`config.mk`:
```
export PLATFORM = sky130hd
export DESIGN_NAME = mp3_layer3_header_parse_top
export DESIGN_NICKNAME = d
export VERILOG_FILES = /design/src/rtl/core/m3hp_pkg.sv /design/src/rtl/core/m3hp_decode.sv /design/src/rtl/core/mp3_layer3_header_parse_top.sv
export SDC_FILE = /design/constraint.sdc
export NUM_CORES = 1
export LEC_CHECK = 0
export ABC_AREA = 1
export BUFFER_PORTS_ARGS = -buffer_cell sky130_fd_sc_hd__buf_2
export CAP_MARGIN = 0
export CORE_ASPECT_RATIO = 0.75
export CORE_MARGIN = 10
export CORE_UTILIZATION = 50
export CTS_BUF_LIST = sky130_fd_sc_hd__clkbuf_4 sky130_fd_sc_hd__clkbuf_8
export DETAILED_ROUTE_END_ITERATION = 12
export GPL_TIMING_DRIVEN = 1
export PLACE_DENSITY = 0.7
export SLEW_MARGIN = 20
export SYNTH_ARGS = -nofsm -noshare
export SYNTH_HDL_FRONTEND = slang
export SYNTH_HIERARCHICAL = 1
export SYNTH_SLANG_ARGS = --single-unit
```
`constraint.sdc`:
```
create_clock -name i_clk -period 6.7 [get_ports i_clk]
set_clock_uncertainty 0.05 [all_clocks]
set_input_delay 1.34 -clock i_clk [delete_from_list [all_inputs] [get_ports i_clk]]
set_output_delay 1.34 -clock i_clk [all_outputs]
set_load 0.02 [all_outputs]
```
`src/rtl/core/m3hp_pkg.sv`:
```
// Shared types, constants and lookup tables for the Layer III header parser.
package m3hp_pkg;

    localparam int unsigned WordW  = 32;
    localparam int unsigned KbpsW  = 9;
    localparam int unsigned HzW    = 16;
    localparam int unsigned SpfW   = 11;
    localparam int unsigned LenW   = 11;
    localparam int unsigned MulW   = 9;
    // kbps * multiplier stays below 2^17 (largest is 320 * 160 = 51200)
    localparam int unsigned ProdW  = 17;
    // floor(x / 49) == (x * Recip49) >> Shift49 for every x below 2^17
    localparam int unsigned RecipW  = 18;
    localparam int unsigned Shift49 = 23;
    localparam logic [RecipW-1:0] Recip49 = 18'd171197;
    localparam int unsigned QuotW   = ProdW + RecipW;

    localparam logic [WordW-1:0] SYNC_MASK = 32'hFFE0_0000;

    localparam logic [1:0] VER_25  = 2'd0;
    localparam logic [1:0] VER_RSV = 2'd1;
    localparam logic [1:0] VER_2   = 2'd2;
    localparam logic [1:0] VER_1   = 2'd3;
    localparam logic [1:0] LAYER_3 = 2'd1;
    localparam logic [1:0] SRI_441 = 2'd0;
    localparam logic [1:0] SRI_48  = 2'd1;
    localparam logic [1:0] SRI_32  = 2'd2;
    localparam logic [1:0] SRI_RSV = 2'd3;
    localparam logic [1:0] CHM_MONO = 2'd3;
    localparam logic [3:0] BRI_FREE = 4'd0;
    localparam logic [3:0] BRI_BAD  = 4'd15;

    localparam logic [HzW-1:0]  HZ_44100 = 16'd44100;
    localparam logic [HzW-1:0]  HZ_48000 = 16'd48000;
    localparam logic [HzW-1:0]  HZ_32000 = 16'd32000;
    localparam logic [SpfW-1:0] SPF_V1   = 11'd1152;
    localparam logic [SpfW-1:0] SPF_V2   = 11'd576;

    // Divisor applied after kbps * multiplier
    typedef enum logic [1:0] {
        DIV_1,
        DIV_2,
        DIV_49
    } t_div;

    typedef struct packed {
        logic             ok;
        logic [KbpsW-1:0] kbps;
        logic [HzW-1:0]   hz;
        logic [SpfW-1:0]  spf;
        logic             v1;
        logic             mono;
        logic             pad;
        logic [MulW-1:0]  mul;
        t_div             div;
    } t_dec;

    function automatic logic [KbpsW-1:0] f_rate_v1(input logic [3:0] bri);
        logic [KbpsW-1:0] r;
        unique case (bri)
            4'd1:    r = 9'd32;
            4'd2:    r = 9'd40;
            4'd3:    r = 9'd48;
            4'd4:    r = 9'd56;
            4'd5:    r = 9'd64;
            4'd6:    r = 9'd80;
            4'd7:    r = 9'd96;
            4'd8:    r = 9'd112;
            4'd9:    r = 9'd128;
            4'd10:   r = 9'd160;
            4'd11:   r = 9'd192;
            4'd12:   r = 9'd224;
            4'd13:   r = 9'd256;
            4'd14:   r = 9'd320;
            default: r = 9'd0;
        endcase
        return r;
    endfunction

    function automatic logic [KbpsW-1:0] f_rate_v2(input logic [3:0] bri);
        logic [KbpsW-1:0] r;
        unique case (bri)
            4'd1:    r = 9'd8;
            4'd2:    r = 9'd16;
            4'd3:    r = 9'd24;
            4'd4:    r = 9'd32;
            4'd5:    r = 9'd40;
            4'd6:    r = 9'd48;
            4'd7:    r = 9'd56;
            4'd8:    r = 9'd64;
            4'd9:    r = 9'd80;
            4'd10:   r = 9'd96;
            4'd11:   r = 9'd112;
            4'd12:   r = 9'd128;
            4'd13:   r = 9'd144;
            4'd14:   r = 9'd160;
            default: r = 9'd0;
        endcase
        return r;
    endfunction

endpackage

```
`src/rtl/core/m3hp_decode.sv`:
```
// Header field decode, validity checks and table lookups.
module m3hp_decode (
    input  logic [m3hp_pkg::WordW-1:0] i_word,
    output m3hp_pkg::t_dec             o_dec
);
    import m3hp_pkg::*;

    logic [1:0] ver;
    logic [1:0] lay;
    logic [3:0] bri;
    logic [1:0] sri;
    logic       ok;
    logic [HzW-1:0] base_hz;

    assign ver = i_word[20:19];
    assign lay = i_word[18:17];
    assign bri = i_word[15:12];
    assign sri = i_word[11:10];

    assign ok = ((i_word & SYNC_MASK) == SYNC_MASK) && (ver != VER_RSV) &&
                (lay == LAYER_3) && (bri != BRI_FREE) && (bri != BRI_BAD) &&
                (sri != SRI_RSV);

    always_comb begin
        unique case (sri)
            SRI_441: base_hz = HZ_44100;
            SRI_48:  base_hz = HZ_48000;
            SRI_32:  base_hz = HZ_32000;
            default: base_hz = '0;
        endcase
    end

    // len = floor(kbps * mul / div), with mul/div = 144000/base for MPEG-1
    // and MPEG-2, and 288000/base for MPEG-2.5
    always_comb begin
        o_dec = '0;
        o_dec.div = DIV_1;
        if (ok) begin
            o_dec.ok   = 1'b1;
            o_dec.v1   = (ver == VER_1);
            o_dec.kbps = (ver == VER_1) ? f_rate_v1(bri) : f_rate_v2(bri);
            o_dec.spf  = (ver == VER_1) ? SPF_V1 : SPF_V2;
            o_dec.mono = (i_word[7:6] == CHM_MONO);
            o_dec.pad  = i_word[9];
            unique case (ver)
                VER_2:   o_dec.hz = base_hz >> 1;
                VER_25:  o_dec.hz = base_hz >> 2;
                default: o_dec.hz = base_hz;
            endcase
            unique case (sri)
                SRI_441: begin
                    o_dec.mul = (ver == VER_25) ? 9'd320 : 9'd160;
                    o_dec.div = DIV_49;
                end
                SRI_48: begin
                    o_dec.mul = (ver == VER_25) ? 9'd6 : 9'd3;
                    o_dec.div = DIV_1;
                end
                default: begin
                    o_dec.mul = 9'd9;
                    o_dec.div = (ver == VER_25) ? DIV_1 : DIV_2;
                end
            endcase
        end
    end

endmodule

```
`src/rtl/core/mp3_layer3_header_parse_top.sv`:
```
// Top level of the pipelined MPEG audio Layer III frame header parser.
//
// Usage:
//   Input channel: i_valid / o_stall carry one 32-bit header word per beat
//   (first stream byte in bits 31..24). A beat is taken at a rising edge
//   with i_valid high and o_stall low.
//   Output channel: o_valid / i_stall carry one result per input beat:
//   o_valid_res flags a legal Layer III header; bitrate, sample rate,
//   samples per frame, frame length (with padding) and the MPEG-1 and
//   mono flags follow. A rejected header returns all fields zero.
//   Path: decode, multiply, reciprocal and output registers in turn.
//   Throughput: one beat per cycle when not stalled; slowest stage is the
//   17x18-bit reciprocal multiply dividing by 49 for the 44.1 kHz family.
//   Stall: each stage holds while its successor is full and cannot move,
//   so bubbles collapse and o_stall rises only when all four stages are
//   full and i_stall is high. Nothing is dropped or repeated.
//   Reset (i_rst_n low, synchronous): clear all stage valid bits; the
//   block is empty and ready on the next cycle.
module mp3_layer3_header_parse_top (
    input  logic                          i_clk,
    input  logic                          i_rst_n,
    input  logic                          i_valid,
    output logic                          o_stall,
    input  logic [m3hp_pkg::WordW-1:0]    i_header_word,
    output logic                          o_valid,
    input  logic                          i_stall,
    output logic                          o_valid_res,
    output logic [m3hp_pkg::KbpsW-1:0]    o_bitrate_kbps,
    output logic [m3hp_pkg::HzW-1:0]      o_sample_rate_hz,
    output logic [m3hp_pkg::SpfW-1:0]     o_samples_per_frame,
    output logic [m3hp_pkg::LenW-1:0]     o_frame_bytes,
    output logic                          o_is_mpeg1,
    output logic                          o_is_mono
);
    import m3hp_pkg::*;

    // Stage enables: a stage loads when empty or when its successor loads
    logic en1, en2, en3, en4;

    t_dec dec;

    // Stage 1: decoded header
    logic r1_v;
    t_dec r1_d;
    // Stage 2: kbps * multiplier
    logic r2_v;
    t_dec r2_d;
    logic [ProdW-1:0] r2_x;
    // Stage 3: reciprocal product for the divide by 49
    logic r3_v;
    t_dec r3_d;
    logic [ProdW-1:0] r3_x;
    logic [QuotW-1:0] r3_q;
    // Stage 4: output register
    logic r4_v;

    logic [2*MulW-1:0] n_x;
    logic [QuotW-1:0]  n_q;
    logic [LenW-1:0]   len_raw;
    logic [LenW-1:0]   n_len;

    assign en4 = !r4_v || !i_stall;
    assign en3 = !r3_v || en4;
    assign en2 = !r2_v || en3;
    assign en1 = !r1_v || en2;
    assign o_stall = !en1;
    assign o_valid = r4_v;

    m3hp_decode u_decode (
        .i_word (i_header_word),
        .o_dec  (dec)
    );

    assign n_x = r1_d.kbps * r1_d.mul;
    assign n_q = r2_x * Recip49;

    // Select the quotient by divisor, then add the padding byte
    always_comb begin
        unique case (r3_d.div)
            DIV_2:   len_raw = r3_x[LenW:1];
            DIV_49:  len_raw = r3_q[Shift49 +: LenW];
            default: len_raw = r3_x[LenW-1:0];
        endcase
        n_len = len_raw + LenW'(r3_d.pad);
    end

    always_ff @(posedge i_clk) begin
        if (!i_rst_n) begin
            r1_v <= 1'b0;
            r2_v <= 1'b0;
            r3_v <= 1'b0;
            r4_v <= 1'b0;
        end else begin
            if (en1) r1_v <= i_valid;
            if (en2) r2_v <= r1_v;
            if (en3) r3_v <= r2_v;
            if (en4) r4_v <= r3_v;
        end
    end

    always_ff @(posedge i_clk) begin
        if (en1) begin
            r1_d <= dec;
        end
        if (en2) begin
            r2_d <= r1_d;
            r2_x <= n_x[ProdW-1:0];
        end
        if (en3) begin
            r3_d <= r2_d;
            r3_x <= r2_x;
            r3_q <= n_q;
        end
        if (en4) begin
            o_valid_res         <= r3_d.ok;
            o_bitrate_kbps      <= r3_d.kbps;
            o_sample_rate_hz    <= r3_d.hz;
            o_samples_per_frame <= r3_d.spf;
            o_frame_bytes       <= n_len;
            o_is_mpeg1          <= r3_d.v1;
            o_is_mono           <= r3_d.mono;
        end
    end

endmodule
```
Word-level counts from Yosys, hierarchy flattened
Memory sizes are Yosys's and may differ from the RTL's.
Cells that the tools add are included.
- $add $sub $neg: 1
- multipliers: 2
- eq/ne operators: 12
- multiplexer cells: 10
- reduce and logical (&&, ||, !) cells: 18
- operators with widths (operator ; number):
    51-bit 2-to-1 mux ; 1
    16-bit case mux with 3 select lines ; 1
    11-bit case mux with 2 select lines ; 2
    17-bit by 18-bit multiplier with 34-bit output, second input constant ; 1
    16-bit case mux with 2 select lines ; 1
    9-bit 2-to-1 mux ; 2
    9-bit by 9-bit multiplier with 17-bit output ; 1
    11-bit by 1-bit adder with 11-bit output ; 1
    11-bit equality test, second input constant ; 1
    11-bit 2-to-1 mux ; 1
    2-bit equality test, second input constant ; 5
    2-bit by 1-bit equality test with 1-bit output, second input constant ; 3
    1-bit zero test ; 6
    1-bit logical AND ; 5
    2-bit zero test ; 2
    1-bit logical OR ; 4
    4-bit != test, second input constant ; 1
    4-bit nonzero test ; 1
    3-bit 2-to-1 mux ; 1
    2-bit by 1-bit != test with 1-bit output, second input constant ; 1
    2-bit != test, second input constant ; 1
    1-bit 2-to-1 mux ; 1
- register bits after elaboration: 252
- ROM bits: 176
- input bits: 36
- output and inout port bits: 52
- memories kept: 2
- memories (name ; depth ; width ; rd ports ; clocked after memory_dff ; wr ports ; line ; text):
    (no name shown) ; 16 ; 6 ; 1 ; 0 ; 0 ; m3hp_pkg.sv:60 ; unique case (bri)
    (no name shown) ; 16 ; 5 ; 1 ; 0 ; 0 ; m3hp_pkg.sv:82 ; unique case (bri)

Logic depth before layout (Yosys ltp)
- depth in word-level cells: 7
- gate-level depth with buffers: 23
- gate-level depth less buffers: 23

Modules after synthesis
Netlist, hierarchy kept.
- by module, submodules not included (module ; times used ; cells each ; area an instance (um2)):
    mp3_layer3_header_parse_top ; 1 ; 1468 ; 16041.6
    m3hp_decode ; 1 ; 177 ; 968.4

Worst setup path after synthesis
OpenSTA, ideal clock, no wires.
- path kind: in2reg
- from: input i_stall
- to: register r1_d[0] in the netlist's numbering, enable pin
- library setup time: 405 ps
- data arrival time: 6727 ps
- required time: 6245 ps
- slack: -482 ps
- stages: 7
- path buffers: 0
- cells stage by stage: nand2_1 > nor2_1 > inv_1 > nor2_1 > inv_1 > nor2_1 > inv_1
- longest elaborated chain between the ends: 5
- ends and longest elaborated chain (item ; line ; text):
    from (decl) ; mp3_layer3_header_parse_top.sv:26 ; input logic i_stall,
    1-bit zero test ; mp3_layer3_header_parse_top.sv:62 ; assign en4 = !r4_v || !i_stall;
    1-bit logical OR ; mp3_layer3_header_parse_top.sv:62 ;
    1-bit logical OR ; mp3_layer3_header_parse_top.sv:63 ; assign en3 = !r3_v || en4;
    via en3 ; mp3_layer3_header_parse_top.sv:38 ; logic en1, en2, en3, en4;
    1-bit logical OR ; mp3_layer3_header_parse_top.sv:64 ; assign en2 = !r2_v || en3;
    via en2 ; mp3_layer3_header_parse_top.sv:38 ;
    1-bit logical OR ; mp3_layer3_header_parse_top.sv:65 ; assign en1 = !r1_v || en2;
    to (signal assigned) ; mp3_layer3_header_parse_top.sv:103 ; r1_d <= dec;
    to (decl) ; mp3_layer3_header_parse_top.sv:44 ; t_dec r1_d;
The timed path passes the listed nets, and every way through them passes these cells.
A chain may end at the register's enable or synchronous reset.

Final worst setup path
- from: register r2_x[5]
- to: register r3_q[23], data pin
- longest elaborated chain between the ends: 1
- ends and longest elaborated chain (item ; line ; text):
    from (decl) ; mp3_layer3_header_parse_top.sv:48 ; logic [ProdW-1:0] r2_x;
    from (signal assigned) ; mp3_layer3_header_parse_top.sv:107 ; r2_x <= n_x[ProdW-1:0];
    17-bit by 18-bit multiplier with 34-bit output ; mp3_layer3_header_parse_top.sv:75 ; assign n_q = r2_x * Recip49;
    via n_q[23] ; mp3_layer3_header_parse_top.sv:58 ; logic [QuotW-1:0] n_q;
    to (signal assigned) ; mp3_layer3_header_parse_top.sv:112 ; r3_q <= n_q;
    to (decl) ; mp3_layer3_header_parse_top.sv:53 ; logic [QuotW-1:0] r3_q;
The timed path passes the listed nets, and every way through them passes these cells.

==> results.cfg <==
[sta]
post-route-period-util_pct = 84.6
timing.fmax_mhz = 176
period_minus_slack_ns = 5.67
hold_viol = 0
hold-worst-slack_ns = 0.354
setup-violations-final = 0
slew_viol_final = 0
setup-tns-final_ns = 0
rsz0062_at_grt = no
slew_headroom_pct = 36.4
tightest_slew_ns = 0.952

[worst_setup_path]
slowest_delay_ns = 0.76
crit_path_end_kind = flop
slowest_stage = edfxtp_1
reg2reg_depth = 20
reg2reg_from = r2_x[5]$_DFFE_PP_
worstSetupStartpoint = r2_x[5]$_DFFE_PP_
cp.arrival_ns = 5.94
critPathMaxFanout = 8
start_kind = flop
path_buf_inv = 5
worstPathCellList = inv_1, fa_1, ha_1, or2_2, fa_1, inv_1, fa_1, inv_1, fa_1, inv_1, fa_1, inv_1, ha_1, a21oi_1, o21ai_0, nand3b_1, nand2_1, nand2_1, nand2_1, nand2_1
rrSetupSlack_ns = 1.03
cp.required_ns = 6.97
cp_num_cells = 20
rr_endpoint = r3_q[23]$_DFFE_PP_
crit_path_end = r3_q[23]$_DFFE_PP_
critical-path-top-delay-family = adder cells
path_class = flop to flop

[route]
drtIter0Drc = 786
drc = 0
routedLengthMet1_um = 16400
highest_layer = met4
via_count = 10720
met3_length_um = 2190
first_pass_iters = 7
wl_met2_um = 14000
wirelength_um = 33100
wl_per_cell_um = 15.0
drtAntennaViolNets = 0
routed_via_density = 4.87

[die]
die_w_um = 233
dieArea_um2 = 41900
ios = 88
core_area_um2 = 33500
initial_core_util_pct = 50.7
die_h_um = 180
rows = 58

[power]
cellPowerDensity_nw_per_um2 = 154
peakVddDrop_mv = 0.148
p_leak_nw = 9.97
total_power_w = 0.00284

[clock_network]
htree_levels = 1
cts_setup_buffers = 0
clock_path_buffers = 3
cts_root_buf = clkbuf_8
clk_latency_ns = 0.57
clock-sinks = 229
cts_buffers = 31
ctsHoldBuffers = 0
cts.repair.resized = 0
cts_tree = done
clk_pin_slew_ns = 0.07

[logic_synthesis]
ys_warn_count = 6
ys_ff_latch = 229
netlist_area_um2 = 17000
synthCells = 1645
ys_types = 38
synth.avg_cell_area_um2 = 10.3
seq_area_frac_synth_pct = 40.2

[global_route]
antenna_found_initial = 0
grt_pass1_wl_um = 55300
grt_max_degree = 67
first_global_vias = 10850
grt_overflow = 0
grt_usage_pct = 16.2

[run_status]
outcome = complete, no violations

[placed_design]
post-dp-hpwl_um = 26500
io_buffers = 79
gp_congestion = 0.919

[worst_hold_path]
min_path_type = flop to flop

[run]
cap_viol_max_count = 0

[final_layout]
nets = 2114
drive_gt1_share_pct = 9.31
fill_cells = 2932
syn_to_final_growth_pct = 8.07
diodes = 0
[placed cells by master, fill, tap and decap left out, types with 14 or more instances in the layout]
| cell | netlist | layout |
|---|---|---|
| clkbuf_8 | 0 | 31 |
| ha_1 | 200 | 200 |
| xor2_1 | 21 | 21 |
| o21ai_0 | 27 | 27 |
| a21oi_1 | 49 | 49 |
| buf_2 | 4 | 79 |
| inv_1 | 385 | 382 |
| clkinv_1 | 0 | 14 |
| fa_1 | 151 | 151 |
| nand2_1 | 320 | 319 |
| nor2_1 | 88 | 88 |
| nand3_1 | 43 | 43 |
| edfxtp_1 | 225 | 225 |
[final cells by class]
cell class,count,area [um^2],area share [%]
Clock buffer,37,472,2.57
Clock inverter,20,139,0.756
Inverter,390,1470,8.01
Multi-Input combinational cell,992,8470,46.1
Sequential cell,229,6840,37.2
Tap cell,450,563,3.06
Timing Repair Buffer,83,425,2.31
[worst register-to-register path, delay by kind of cell (launching register included)]
kind / cells / cell delay, ns
simple gates: 6 / 0.78
fa+ha+maj: 7 / 3.13
flops: 1 / 0.76
buf+inv: 5 / 0.40
compound gates: 2 / 0.31
[worst min-delay path by stage]
stage                                              to               start  slack [ns]  cells past startpoint
after floorplan           o_bitrate_kbps[0]$_DFFE_PP_  r3_d[41]$_DFFE_PP_        0.35                      0
after global placement             r3_d[30]$_DFFE_PP_  r2_d[30]$_DFFE_PP_        0.35                      0
after detailed placement  o_bitrate_kbps[1]$_DFFE_PP_  r3_d[42]$_DFFE_PP_        0.35                      0
after CTS                          r2_d[36]$_DFFE_PP_  r1_d[36]$_DFFE_PN_        0.35                      0
after global routing               r2_d[36]$_DFFE_PP_  r1_d[36]$_DFFE_PN_        0.36                      0
final                              r2_d[36]$_DFFE_PP_  r1_d[36]$_DFFE_PN_        0.35                      0
[cells by family (layout without fill, tap and decap cells)]
group	count (synthesis)	in the layout	synth area share (%)
and+or+nand+nor	498	498	12.3
other	1	12	0.0220
adders and majority gates	351	351	32.5
xor gates and xnor gates	30	30	1.54
AOI/OAI and AO/OA	101	101	3.24
DFF	229	229	40.2
buffers and inverters	435	530	10.2
[metal layers]
metal / vias to the layer above / GRT usage [%]
li1: 5306 / -
met1: 5099 / 24.5
met2: 285 / 23.9
met3: 30 / 2.94
met4: 0 / 2.72
met5: - / 0
[cell usage after synthesis (all sizes together)]
cell / instances / area (um^2)
or2: 4 / 25.0
ha: 200 / 2500
nand3: 47 / 255
inv: 390 / 1460
edfxtp: 225 / 6760
buf: 29 / 219
nor3: 15 / 110
a21boi: 2 / 15.0
o21bai: 5 / 37.5
xor2: 21 / 184
a21oi: 49 / 245
nor4: 1 / 6.26
nand2: 321 / 1210
a21o: 1 / 7.51
o22ai: 2 / 12.5
conb: 1 / 3.75
a31oi: 1 / 6.26
nor2: 97 / 397
o211ai: 1 / 7.51
xnor2: 9 / 78.8
fa: 151 / 3020
nand3b: 5 / 37.5
dfxtp: 4 / 80.1
o21ai: 37 / 193
a221o: 1 / 11.3
a22oi: 2 / 15.0
nand4: 8 / 50.1
clkbuf: 16 / 60.1
[through the flow]
step	std cells	util, %	worst slack [ns]	area, um^2
after floorplan	1656	-	0.317	17100
after global placement	2144	53.0	1.13	17800
after detailed placement	2144	53.0	1.06	17800
after CTS	2201	54.8	1.06	18400
after global routing	2201	54.8	0.732	18400
final	2201	54.8	1.03	18400
[registers in the layout, summed over array words and instances, names as in the netlist, 9 cells and up]
name / flops
o_bitrate_kbps: 9
o_frame_bytes: 11
o_sample_rate_hz: 16
o_samples_per_frame: 11
r1_d: 51
r2_d: 42
r2_x: 17
r3_d: 42
r3_q: 11
r3_x: 12
[power by group]
group	switching, W	leakage, nW	internal (W)
registers	0.0000154	2.72	0.00158
clock network	0.000490	0.318	0.000543
logic	0.000134	6.94	0.0000751
total	0.000640	9.97	0.00220
No activity file was read; power rests on OpenSTA's default activity.
